$ cat src/hdl/aht_pkg.sv
// Shared constants, types and helpers for the averaged hysteresis threshold block.
package aht_pkg;

    localparam int MAX_WINDOW = 16;
    localparam int SAMPLE_W   = 16;
    localparam int SUM_W      = 20;
    localparam int WIN_W      = 5;
    localparam int MODE_W     = 2;
    localparam int CFG_IDX_W  = 3;
    localparam int CFG_W      = 16;
    localparam int POS_W      = (MAX_WINDOW > 1) ? $clog2(MAX_WINDOW) : 1;
    localparam int CNT_W      = POS_W + 1;
    localparam int CMP_W      = (CNT_W > WIN_W) ? CNT_W : WIN_W;
    localparam int DCNT_W     = $clog2(SUM_W + 1);

    typedef logic [SAMPLE_W-1:0] t_level;
    typedef logic [SUM_W-1:0]    t_sum;
    typedef logic [WIN_W-1:0]    t_win;
    typedef logic [POS_W-1:0]    t_pos;
    typedef logic [CNT_W-1:0]    t_cnt;
    typedef logic [CMP_W-1:0]    t_cmp;
    typedef logic [MODE_W-1:0]   t_mode;

    localparam t_level LEVEL_MAX = '1;
    localparam t_sum   SUM_MAX   = '1;

    // Classification modes
    localparam t_mode MODE_NONE   = 2'd0;
    localparam t_mode MODE_SINGLE = 2'd1;
    localparam t_mode MODE_HYST   = 2'd2;

    // Configuration register indexes
    typedef enum logic [CFG_IDX_W-1:0] {
        CFG_FILTER_ON   = 3'd0,
        CFG_WINDOW_SIZE = 3'd1,
        CFG_EVENT_MODE  = 3'd2,
        CFG_SINGLE_THR  = 3'd3,
        CFG_LOW_THR     = 3'd4,
        CFG_HIGH_THR    = 3'd5,
        CFG_INIT_STATE  = 3'd6
    } t_cfg_idx;

    // Clamp the programmed window to 1..MAX_WINDOW
    function automatic t_win eff_window(input t_win w);
        t_win r;
        if (w == '0) begin
            r = t_win'(1);
        end else if (t_cmp'(w) > t_cmp'(MAX_WINDOW)) begin
            r = t_win'(MAX_WINDOW);
        end else begin
            r = w;
        end
        return r;
    endfunction

endpackage

$ cat src/hdl/aht_in_if.sv
// Input channel: command and raw sample with valid/ready handshake.
interface aht_in_if;
    import aht_pkg::*;

    logic   valid;
    logic   ready;
    logic   cmd;
    t_level sample;

    modport source (output valid, output cmd, output sample, input ready);
    modport sink   (input valid, input cmd, input sample, output ready);
endinterface

$ cat src/hdl/aht_out_if.sv
// Output channel: level, switch state and changed flag with valid/ready handshake.
interface aht_out_if;
    import aht_pkg::*;

    logic   valid;
    logic   ready;
    t_level level;
    logic   switch_state;
    logic   changed;

    modport source (output valid, output level, output switch_state, output changed,
                    input ready);
    modport sink   (input valid, input level, input switch_state, input changed,
                    output ready);
endinterface

$ cat src/hdl/aht_ring.sv
// Sample ring with running sum: one update per filtered item.
module aht_ring (
    input  logic            i_clk,
    input  logic            i_rst_n,
    input  logic            i_upd,
    input  aht_pkg::t_level i_sample,
    input  aht_pkg::t_win   i_window,
    output aht_pkg::t_sum   o_sum
);
    import aht_pkg::*;

    typedef logic [SUM_W:0] t_sum_x;

    t_level                r_ring [MAX_WINDOW];
    logic [MAX_WINDOW-1:0] r_vld;
    t_pos                  r_pos;
    t_sum                  r_sum;

    t_cnt   pos_inc;
    t_pos   pos_nxt;
    t_level old_val;
    t_sum   sum_sub;
    t_sum_x sum_add;
    t_sum   n_sum;

    // Advance position, wrap at the window edge
    always_comb begin
        pos_inc = t_cnt'(r_pos) + t_cnt'(1);
        if (t_cmp'(pos_inc) >= t_cmp'(i_window)) begin
            pos_nxt = '0;
        end else begin
            pos_nxt = pos_inc[POS_W-1:0];
        end
    end

    // Drop the oldest entry with clamp at zero, add the new one, saturate
    always_comb begin
        old_val = r_vld[pos_nxt] ? r_ring[pos_nxt] : '0;
        sum_sub = (r_sum < t_sum'(old_val)) ? '0 : (r_sum - t_sum'(old_val));
        sum_add = t_sum_x'(sum_sub) + t_sum_x'(i_sample);
        n_sum   = (sum_add > t_sum_x'(SUM_MAX)) ? SUM_MAX : sum_add[SUM_W-1:0];
    end

    // Control state: position, sum, entry valid bits
    always_ff @(posedge i_clk) begin
        if (!i_rst_n) begin
            r_pos <= '0;
            r_sum <= '0;
            r_vld <= '0;
        end else if (i_upd) begin
            r_pos          <= pos_nxt;
            r_sum          <= n_sum;
            r_vld[pos_nxt] <= 1'b1;
        end
    end

    // Entry storage
    always_ff @(posedge i_clk) begin
        if (i_upd) begin
            r_ring[pos_nxt] <= i_sample;
        end
    end

    assign o_sum = r_sum;

endmodule

$ cat src/hdl/aht_div.sv
// Restoring divider: one quotient bit per cycle, sum by window size.
module aht_div (
    input  logic          i_clk,
    input  logic          i_rst_n,
    input  logic          i_start,
    input  aht_pkg::t_sum i_dividend,
    input  aht_pkg::t_win i_divisor,
    output logic          o_done,
    output aht_pkg::t_sum o_quotient
);
    import aht_pkg::*;

    typedef logic [WIN_W:0] t_trial;

    logic              r_busy;
    logic              r_done;
    logic [DCNT_W-1:0] r_cnt;
    t_win              r_dsr;
    t_win              r_rem;
    t_sum              r_quo;

    t_trial trial;
    logic   q_bit;
    t_win   n_rem;

    // Shift in the next dividend bit and try one subtract
    always_comb begin
        trial = {r_rem, r_quo[SUM_W-1]};
        q_bit = (trial >= t_trial'(r_dsr));
        n_rem = q_bit ? t_win'(trial - t_trial'(r_dsr)) : trial[WIN_W-1:0];
    end

    // Sequence the steps
    always_ff @(posedge i_clk) begin
        if (!i_rst_n) begin
            r_busy <= 1'b0;
            r_done <= 1'b0;
            r_cnt  <= '0;
        end else begin
            r_done <= 1'b0;
            if (i_start) begin
                r_busy <= 1'b1;
                r_cnt  <= DCNT_W'(SUM_W);
            end else if (r_busy) begin
                r_cnt <= r_cnt - DCNT_W'(1);
                if (r_cnt == DCNT_W'(1)) begin
                    r_busy <= 1'b0;
                    r_done <= 1'b1;
                end
            end
        end
    end

    // Operand and partial result registers
    always_ff @(posedge i_clk) begin
        if (i_start) begin
            r_dsr <= i_divisor;
            r_rem <= '0;
            r_quo <= i_dividend;
        end else if (r_busy) begin
            r_rem <= n_rem;
            r_quo <= {r_quo[SUM_W-2:0], q_bit};
        end
    end

    assign o_done     = r_done;
    assign o_quotient = r_quo;

endmodule

$ cat src/hdl/averaged_hysteresis_threshold.sv
// Top level: moving-average filter with single or hysteresis threshold classifier.
//
// Usage:
//   i_in carries one item per handshake: cmd and a 16-bit sample. cmd 1 loads the
//   programmed initial state (level all ones if on, zero if off). o_out returns one
//   item per input item: level, switch_state and changed. Registers are written
//   through i_cfg_we/i_cfg_idx/i_cfg_data; the user must do so only while idle, as the block does not check.
// Flow:
//   A filtered sample passes the ring and sum update, a divider start, 20 steps
//   of the bit-serial divider, a done pulse and the classify step into the
//   output register. Raw samples and commands go from accept straight to the
//   classify step and the output register. The next item can be accepted in
//   the cycle in which the result appears. i_in.ready is high only while idle.
// Reset: clears the ring (through per-entry valid bits), sum, position,
//   switch state, output valid, sequencer state and configuration registers to their defaults.
// Stall: a result waits in the output register; the next item is accepted
//   meanwhile and its result is held in the classify step until the slot frees.
module averaged_hysteresis_threshold (
    input  logic                           i_clk,
    input  logic                           i_rst_n,
    aht_in_if.sink                         i_in,
    aht_out_if.source                      o_out,
    input  logic                           i_cfg_we,
    input  logic [aht_pkg::CFG_IDX_W-1:0]  i_cfg_idx,
    input  logic [aht_pkg::CFG_W-1:0]      i_cfg_data
);
    import aht_pkg::*;

    typedef enum logic [3:0] {
        ST_IDLE = 4'b0001,
        ST_UPD  = 4'b0010,
        ST_DIV  = 4'b0100,
        ST_CLS  = 4'b1000
    } t_state;

    // Configuration registers
    logic   r_filter_on;
    t_win   r_window_size;
    t_mode  r_event_mode;
    t_level r_single_thr;
    t_level r_low_thr;
    t_level r_high_thr;
    logic   r_init_state;

    // Sequencer and item state
    t_state r_state, n_state;
    logic   r_cmd;
    t_level r_lvl;
    logic   r_div_start;
    logic   r_cur_state;

    // Output register
    logic   r_out_valid;
    t_level r_out_level;
    logic   r_out_state;
    logic   r_out_chg;

    t_win   win_eff;
    t_sum   ring_sum;
    logic   div_done;
    t_sum   div_q;
    t_level q_sat;
    logic   in_acc;
    logic   slot_free;
    logic   cls_fire;
    logic   cls_state;
    logic   cls_chg;
    t_level cls_level;

    assign win_eff   = eff_window(r_window_size);
    assign in_acc    = i_in.valid && i_in.ready;
    assign slot_free = !r_out_valid || o_out.ready;
    assign cls_fire  = (r_state == ST_CLS) && slot_free;
    assign q_sat     = (div_q > t_sum'(LEVEL_MAX)) ? LEVEL_MAX : div_q[SAMPLE_W-1:0];

    aht_ring u_ring (
        .i_clk    (i_clk),
        .i_rst_n  (i_rst_n),
        .i_upd    (r_state == ST_UPD),
        .i_sample (r_lvl),
        .i_window (win_eff),
        .o_sum    (ring_sum)
    );

    aht_div u_div (
        .i_clk      (i_clk),
        .i_rst_n    (i_rst_n),
        .i_start    (r_div_start),
        .i_dividend (ring_sum),
        .i_divisor  (win_eff),
        .o_done     (div_done),
        .o_quotient (div_q)
    );

    // Write configuration registers
    always_ff @(posedge i_clk) begin
        if (!i_rst_n) begin
            r_filter_on   <= 1'b0;
            r_window_size <= t_win'(1);
            r_event_mode  <= MODE_NONE;
            r_single_thr  <= '0;
            r_low_thr     <= '0;
            r_high_thr    <= '0;
            r_init_state  <= 1'b0;
        end else if (i_cfg_we) begin
            case (i_cfg_idx)
                CFG_FILTER_ON:   r_filter_on   <= i_cfg_data[0];
                CFG_WINDOW_SIZE: r_window_size <= i_cfg_data[WIN_W-1:0];
                CFG_EVENT_MODE:  r_event_mode  <= i_cfg_data[MODE_W-1:0];
                CFG_SINGLE_THR:  r_single_thr  <= i_cfg_data[SAMPLE_W-1:0];
                CFG_LOW_THR:     r_low_thr     <= i_cfg_data[SAMPLE_W-1:0];
                CFG_HIGH_THR:    r_high_thr    <= i_cfg_data[SAMPLE_W-1:0];
                CFG_INIT_STATE:  r_init_state  <= i_cfg_data[0];
                default: ;
            endcase
        end
    end

    // Classify the finished level, or load the initial state on a command
    always_comb begin
        cls_state = r_cur_state;
        cls_level = r_lvl;
        cls_chg   = 1'b0;
        if (r_cmd) begin
            cls_state = r_init_state;
            cls_level = r_init_state ? LEVEL_MAX : '0;
        end else begin
            case (r_event_mode)
                MODE_SINGLE: begin
                    cls_state = (r_lvl >= r_single_thr);
                end
                MODE_HYST: begin
                    if (r_lvl <= r_low_thr) begin
                        cls_state = 1'b0;
                    end else if (r_lvl >= r_high_thr) begin
                        cls_state = 1'b1;
                    end
                end
                default: ;
            endcase
            cls_chg = (cls_state != r_cur_state);
        end
    end

    // Next state of the sequencer
    always_comb begin
        n_state = r_state;
        case (r_state)
            ST_IDLE: begin
                if (in_acc) begin
                    n_state = (!i_in.cmd && r_filter_on) ? ST_UPD : ST_CLS;
                end
            end
            ST_UPD: n_state = ST_DIV;
            ST_DIV: begin
                if (div_done) begin
                    n_state = ST_CLS;
                end
            end
            ST_CLS: begin
                if (slot_free) begin
                    n_state = ST_IDLE;
                end
            end
            default: n_state = ST_IDLE;
        endcase
    end

    // Advance the sequencer and hold item control state
    always_ff @(posedge i_clk) begin
        if (!i_rst_n) begin
            r_state     <= ST_IDLE;
            r_div_start <= 1'b0;
            r_cur_state <= 1'b0;
            r_out_valid <= 1'b0;
        end else begin
            r_state     <= n_state;
            r_div_start <= (r_state == ST_UPD);
            if (cls_fire) begin
                r_cur_state <= cls_state;
                r_out_valid <= 1'b1;
            end else if (o_out.ready) begin
                r_out_valid <= 1'b0;
            end
        end
    end

    // Item payload and output payload
    always_ff @(posedge i_clk) begin
        if (in_acc) begin
            r_cmd <= i_in.cmd;
            r_lvl <= i_in.sample;
        end else if ((r_state == ST_DIV) && div_done) begin
            r_lvl <= q_sat;
        end
        if (cls_fire) begin
            r_out_level <= cls_level;
            r_out_state <= cls_state;
            r_out_chg   <= cls_chg;
        end
    end

    assign i_in.ready         = (r_state == ST_IDLE);
    assign o_out.valid        = r_out_valid;
    assign o_out.level        = r_out_level;
    assign o_out.switch_state = r_out_state;
    assign o_out.changed      = r_out_chg;

    // Divider finishes only while the sequencer waits for it
    a_div_done: assert property (@(posedge i_clk) disable iff (!i_rst_n)
        div_done |-> (r_state == ST_DIV))
        else $error("divider done outside the divide step");

    // Raw sample or command goes straight to classify
    a_bypass: assert property (@(posedge i_clk) disable iff (!i_rst_n)
        (in_acc && (i_in.cmd || !r_filter_on)) |=> (r_state == ST_CLS))
        else $error("bypass item did not go to classify");

    // A classify step with a free slot presents a result next cycle
    a_cls_out: assert property (@(posedge i_clk) disable iff (!i_rst_n)
        cls_fire |=> o_out.valid)
        else $error("classified item missing at the output");

    // A change is flagged only when a classifying mode is set
    a_chg_mode: assert property (@(posedge i_clk) disable iff (!i_rst_n)
        (o_out.valid && o_out.changed) |->
            ((r_event_mode == MODE_SINGLE) || (r_event_mode == MODE_HYST)))
        else $error("change flagged without classification");

endmodule
$ cat src/flat_wrapper.sv
// flat-port wrapper written by rule: the top's interface ports become plain ports
module averaged_hysteresis_threshold_flat import aht_pkg::*;
  (i_clk, i_rst_n, i_cfg_we, i_cfg_idx, i_cfg_data, i_in_valid, i_in_cmd, i_in_sample, i_in_ready, o_out_valid, o_out_level, o_out_switch_state, o_out_changed, o_out_ready);
  aht_in_if i_in_i ();
  aht_out_if o_out_i ();
  input  logic i_clk;
  input  logic i_rst_n;
  input  logic i_cfg_we;
  input  logic [aht_pkg::CFG_IDX_W-1:0] i_cfg_idx;
  input  logic [aht_pkg::CFG_W-1:0] i_cfg_data;
  input wire logic [$bits(i_in_i.valid)-1:0] i_in_valid;
  input wire logic [$bits(i_in_i.cmd)-1:0] i_in_cmd;
  input wire logic [$bits(i_in_i.sample)-1:0] i_in_sample;
  output wire logic [$bits(i_in_i.ready)-1:0] i_in_ready;
  output wire logic [$bits(o_out_i.valid)-1:0] o_out_valid;
  output wire logic [$bits(o_out_i.level)-1:0] o_out_level;
  output wire logic [$bits(o_out_i.switch_state)-1:0] o_out_switch_state;
  output wire logic [$bits(o_out_i.changed)-1:0] o_out_changed;
  input wire logic [$bits(o_out_i.ready)-1:0] o_out_ready;
  assign i_in_i.valid = i_in_valid;
  assign i_in_i.cmd = i_in_cmd;
  assign i_in_i.sample = i_in_sample;
  assign i_in_ready = i_in_i.ready;
  assign o_out_valid = o_out_i.valid;
  assign o_out_level = o_out_i.level;
  assign o_out_switch_state = o_out_i.switch_state;
  assign o_out_changed = o_out_i.changed;
  assign o_out_i.ready = o_out_ready;
  averaged_hysteresis_threshold u_core (.i_clk(i_clk), .i_rst_n(i_rst_n), .i_in(i_in_i), .o_out(o_out_i), .i_cfg_we(i_cfg_we), .i_cfg_idx(i_cfg_idx), .i_cfg_data(i_cfg_data));
endmodule
$ cat config.mk
export PLATFORM = sky130hd
export DESIGN_NAME = averaged_hysteresis_threshold_flat
export DESIGN_NICKNAME = d
export VERILOG_FILES = /design/src/hdl/aht_pkg.sv /design/src/hdl/aht_in_if.sv /design/src/hdl/aht_out_if.sv /design/src/hdl/aht_ring.sv /design/src/hdl/aht_div.sv /design/src/hdl/averaged_hysteresis_threshold.sv /design/src/flat_wrapper.sv
export SDC_FILE = /design/constraint.sdc
export NUM_CORES = 1
export LEC_CHECK = 0
export ABC_AREA = 1
export BUFFER_PORTS_ARGS = -buffer_cell sky130_fd_sc_hd__buf_2
export CAP_MARGIN = 20
export CORE_UTILIZATION = 57
export DETAILED_ROUTE_END_ITERATION = 8
export GPL_ROUTABILITY_DRIVEN = 1
export PLACE_DENSITY = 0.78
export SLEW_MARGIN = 20
export SYNTH_ARGS = -nofsm -noshare
export SYNTH_HDL_FRONTEND = slang
export SYNTH_HIERARCHICAL = 1
export SYNTH_SLANG_ARGS = --single-unit
export TNS_END_PERCENT = 100
$ cat constraint.sdc
create_clock -name i_clk -period 6.2 [get_ports i_clk]
set_clock_uncertainty 0.2 [all_clocks]
set_input_delay 0.62 -clock i_clk [delete_from_list [all_inputs] [get_ports i_clk]]
set_output_delay 0.62 -clock i_clk [all_outputs]
set_load 0.1 [all_outputs]
==> run summary <==
The switching share of total power came out at between 20% and 30%. The sequential area share after synthesis came out at about 55%. In this run the tightest slew margin relative to its limit is between 20% and 30%. The clock network burns 41.1% of the power. The layout has 2743 filler cells.

The synthesized area came out at roughly 22000 um^2. The kind of cell adding the most delay to the critical path is simple AND/OR/NAND/NOR gates. Using the TritonRoute via totals, the vias-per-cell ratio works out to ~5.4. TritonCTS built the clock tree. In the final timing run, aggregate negative setup slack is 0 ps. The total number of placement rows is 70. The number of buffers and inverters on the critical path is 7.

The data required time at the worst endpoint is about 6500 ps. In this run, post-CTS hold repair placed 0 buffers. The final layout contains routed wiring with a total length of around 59000 um. The maximum buffer depth of the clock tree came out at 3. The horizontal extent of the die is 197 um. The final routed DRC violation total is 0. The sort of element at the end of the critical path is a register.

Setup violations remaining at the end of the flow were counted as 0. The fraction of the core area covered by cells at the end of the flow came out at 70.1%. The number of synthesis warnings is 6.

The max capacitance violation total came out at 0. The detailed placer's ending HPWL came out at about 38000 um. The shortest clock period the worst path allows after layout came out at just over 6000 ps. The violation count after the first detailed-route iteration came out at ~1500. Data on the critical path arrives at its endpoint at 6380 ps. The total clock buffers created by CTS came out at 45.

Ranked by total cell area, the synthesized netlist is headed by edfxtp_1 44%, nand2_1 13%, dfxtp_1 11%. The biggest fanout along the worst timing path is 21. The flow ran to the end, and the final reports show no timing, DRC or antenna violations. The average instance area after synthesis came out at just under 9 um^2. Synthesis instantiated between 50 and 60 different standard cells from the library.

The floorplan step defined a die boundary enclosing 38700 um^2. The peak per-stage delay on the critical path is ~330 ps. Summed over all cells, the static leakage comes to approximately 11 nW. The total number of H-tree levels is 2.

0 antenna diodes ended up in the layout. At the pin with the least slew margin, the transition time is around 1200 ps. The residual overflow from global routing is 0. The fraction of power consumed by combinational cells came out at about a tenth. The clock insertion delay at the later pin of the skew report came out at slightly below 600 ps.

CTS placed an instance of clkbuf_16 at the clock tree root. By instance count, the cell type seen most on the critical path is nand2_1. The critical path class is reg -> reg. The highest clock rate is 0.163 GHz. The share of power burned in registers is around half. The final layout contains ~2800 nets.

Counting every instance in the synthesized netlist gives 2463. The chip height came out at 197 um. The maximum number of pins on one net before global-route repair came out at slightly below 90.

The final max-slew violation count came to 0. The count of buffers inserted at the top-level ports came out at 60. The first detailed-routing pass took 6 iterations.

The slowest stage of the critical path belongs to the cell dfxtp_2. The congestion estimate from routability-driven global placement came to around 0.91. The post-route netlist has 18.5% of its cells at a drive strength greater than 1. The number of vias after detailed routing is approximately 17000. The count of endpoints failing hold in the final timing report came out at 0. The net count after synthesis is 2603. The area share of the leading cell type in the synthesized netlist is a little over two fifths. The initial antenna violation count came out at 1. Compared with the post-synthesis result, the final layout area differs by 19.8%.

In this run the worst hold path is classified as in -> reg. In this run the register-to-register setup slack is approximately 75 ps. The startpoint kind of the worst setup timing path is a register.

The top-level I/O count is 61. The net switching power is 1.65 mW. The part of the cycle the worst path needs came out at 98.8%.

The wire length of the first global-routing pass came out at 89100 um. The cell internal power dissipation came out at roughly 5.0 mW. The area inside the core boundary came out at around 37000 um^2.

The number of sinks driven by the clock tree came out at between 400 and 500. The clock transition at the register clock pins on the worst setup and hold paths after CTS came out at 60 ps. Of all cell types, the one taking the most synthesized area is edfxtp_1. The via count of the first global-routing pass was 16921. The initial standard-cell utilization of the core is between 50% and 60%. Counting flops and latches in the post-synthesis netlist gives 432. The antenna violation net count after detailed routing is 0. The average wire length per cell after detail routing is roughly 18 um. Power spread over the standard cell area amounts to 256 nW/um^2. Setup repair after global routing could not meet its margin everywhere.

The global routing usage summed across all routing layers is 30.0%. The worst-case IR drop observed on VDD is ~0.00027 V.
placed cells by master, fill, tap and decap left out, types with 7 or more instances in the layout:
| cell type | count |
|---|---|
| a21oi_1 | 105 |
| a21oi_2 | 14 |
| a31oi_4 | 7 |
| buf_12 | 19 |
| buf_2 | 60 |
| buf_4 | 129 |
| buf_6 | 7 |
| clkbuf_16 | 48 |
| clkinv_1 | 8 |
| clkinv_2 | 10 |
| dfxtp_1 | 114 |
| edfxtp_1 | 316 |
| ha_1 | 76 |
| ha_4 | 17 |
| inv_1 | 355 |
| inv_2 | 17 |
| nand2_1 | 738 |
| nand2_2 | 34 |
| nand3_1 | 103 |
| nand3_2 | 8 |
| nand4_1 | 13 |
| nor2_1 | 140 |
| nor2_2 | 22 |
| nor2_4 | 11 |
| nor3_1 | 7 |
| o21ai_0 | 153 |
| o21ai_1 | 13 |
| o21ai_2 | 13 |
| or2_2 | 20 |
| xnor2_1 | 10 |
| xor2_1 | 8 |
cell type report:
cell class / count / area, um^2 / area share (%)
Sequential cell: 432 / 11800 / 45.6
Multi-Input combinational cell: 1579 / 8700 / 33.6
Timing Repair Buffer: 220 / 1850 / 7.12
Inverter: 376 / 1420 / 5.48
Clock buffer: 54 / 1190 / 4.59
Tap cell: 504 / 631 / 2.43
Clock inverter: 30 / 304 / 1.17
timing repair:
| item | CTS | global route |
|---|---|---|
| gates resized for setup | 15 | 143 |
| endpoints found under the hold margin | 0 | 0 |
| endpoints found under the setup margin | 20 | 20 |
| pin swaps | 8 | 61 |
| setup buffers | 9 | 13 |
| cloned | 0 | 3 |
worst paths after layout:
check	startpoint	to	cells after the start
max	u_core/r_window_size[0]	u_core/u_ring/o_sum[12]	38
min	i_in_cmd	u_core/r_cmd	1
max reg2reg	u_core/r_window_size[0]	u_core/u_ring/o_sum[12]	38
min reg2reg	u_core/r_high_thr[11]	u_core/r_high_thr[11]	2
cells by family after synthesis:
family                     count (synthesis)  synth area share, %
DFF                                      432                 54.6
and+or+nand+nor                         1122                 21.8
xor gates and xnor gates                  24                0.972
buffers and inverters                    452                 8.30
adders and majority gates                 99                 5.83
AOI/OAI and AO/OA                        334                 8.49
metrics by stage:
stage                     setup slack [ps]  cells  area, um^2  power (mW)  hold WS (ps)
after detailed placement              -113   3085       23400        3.91           259
after global routing                  -298   3195       25900        6.85          25.3
after global placement                24.4   3085       23400        3.89           246
after floorplan                       69.3   2463       21700        3.67           228
after CTS                             4.21   3178       25100        6.61          5.56
final                                 74.5   3195       25900        6.64          26.8
per-layer routing:
metal  share of wire (%)  vias up  global-route usage [%]
met3                 8.0      125                    5.25
met2                  47      762                    48.5
met4                 4.4        0                    13.7
met5                   0        -                       0
met1                  41     8185                    39.6
li1                    -     8339                       -
registers in the layout, indices dropped and copies added (netlist names), 2 cells and up:
name / cells
u_core/r_lvl: 16
u_core/u_div/r_rem: 5
u_core/r_single_thr: 16
u_core/u_ring/r_pos: 4
u_core/u_div/r_dsr: 5
u_core/r_event_mode: 2
u_core/r_high_thr: 16
u_core/u_div/r_cnt: 5
u_core/u_div/o_quotient: 20
u_core/o_out.level: 16
u_core/r_low_thr: 16
u_core/u_ring/o_sum: 20
u_core/u_ring/r_ring: 256
u_core/r_window_size: 5
u_core/r_state: 4
u_core/u_ring/r_vld: 16
cell usage after synthesis (all sizes together):
| cell type | instances |
|---|---|
| nand3 | 114 |
| edfxtp | 316 |
| a31oi | 17 |
| xnor2 | 13 |
| o31ai | 1 |
| buf | 46 |
| clkinv | 1 |
| nand4 | 16 |
| a21o | 3 |
| ha | 96 |
| o211ai | 1 |
| fa | 3 |
| or4 | 1 |
| a211oi | 1 |
| o21a | 5 |
| and3 | 2 |
| dfxtp | 116 |
| nor4 | 3 |
| nand2 | 777 |
| or2 | 23 |
| nor3 | 8 |
| a21oi | 121 |
| clkbuf | 30 |
| nor2 | 174 |
| inv | 375 |
| xor2 | 11 |
| nand3b | 1 |
| o21bai | 5 |
| a21boi | 1 |
| o21ai | 179 |
| and2 | 3 |
power by group through the flow:
stage | clock network, mW | logic [mW] | registers [mW]
floorplan | 0 | 0.347 | 3.32
global placement | 0 | 0.586 | 3.30
detailed placement | 0 | 0.605 | 3.30
CTS | 2.76 | 0.615 | 3.24
global route | 2.87 | 0.734 | 3.24
finish | 2.73 | 0.670 | 3.24
Note: power is estimated with default switching activity, not from simulation.
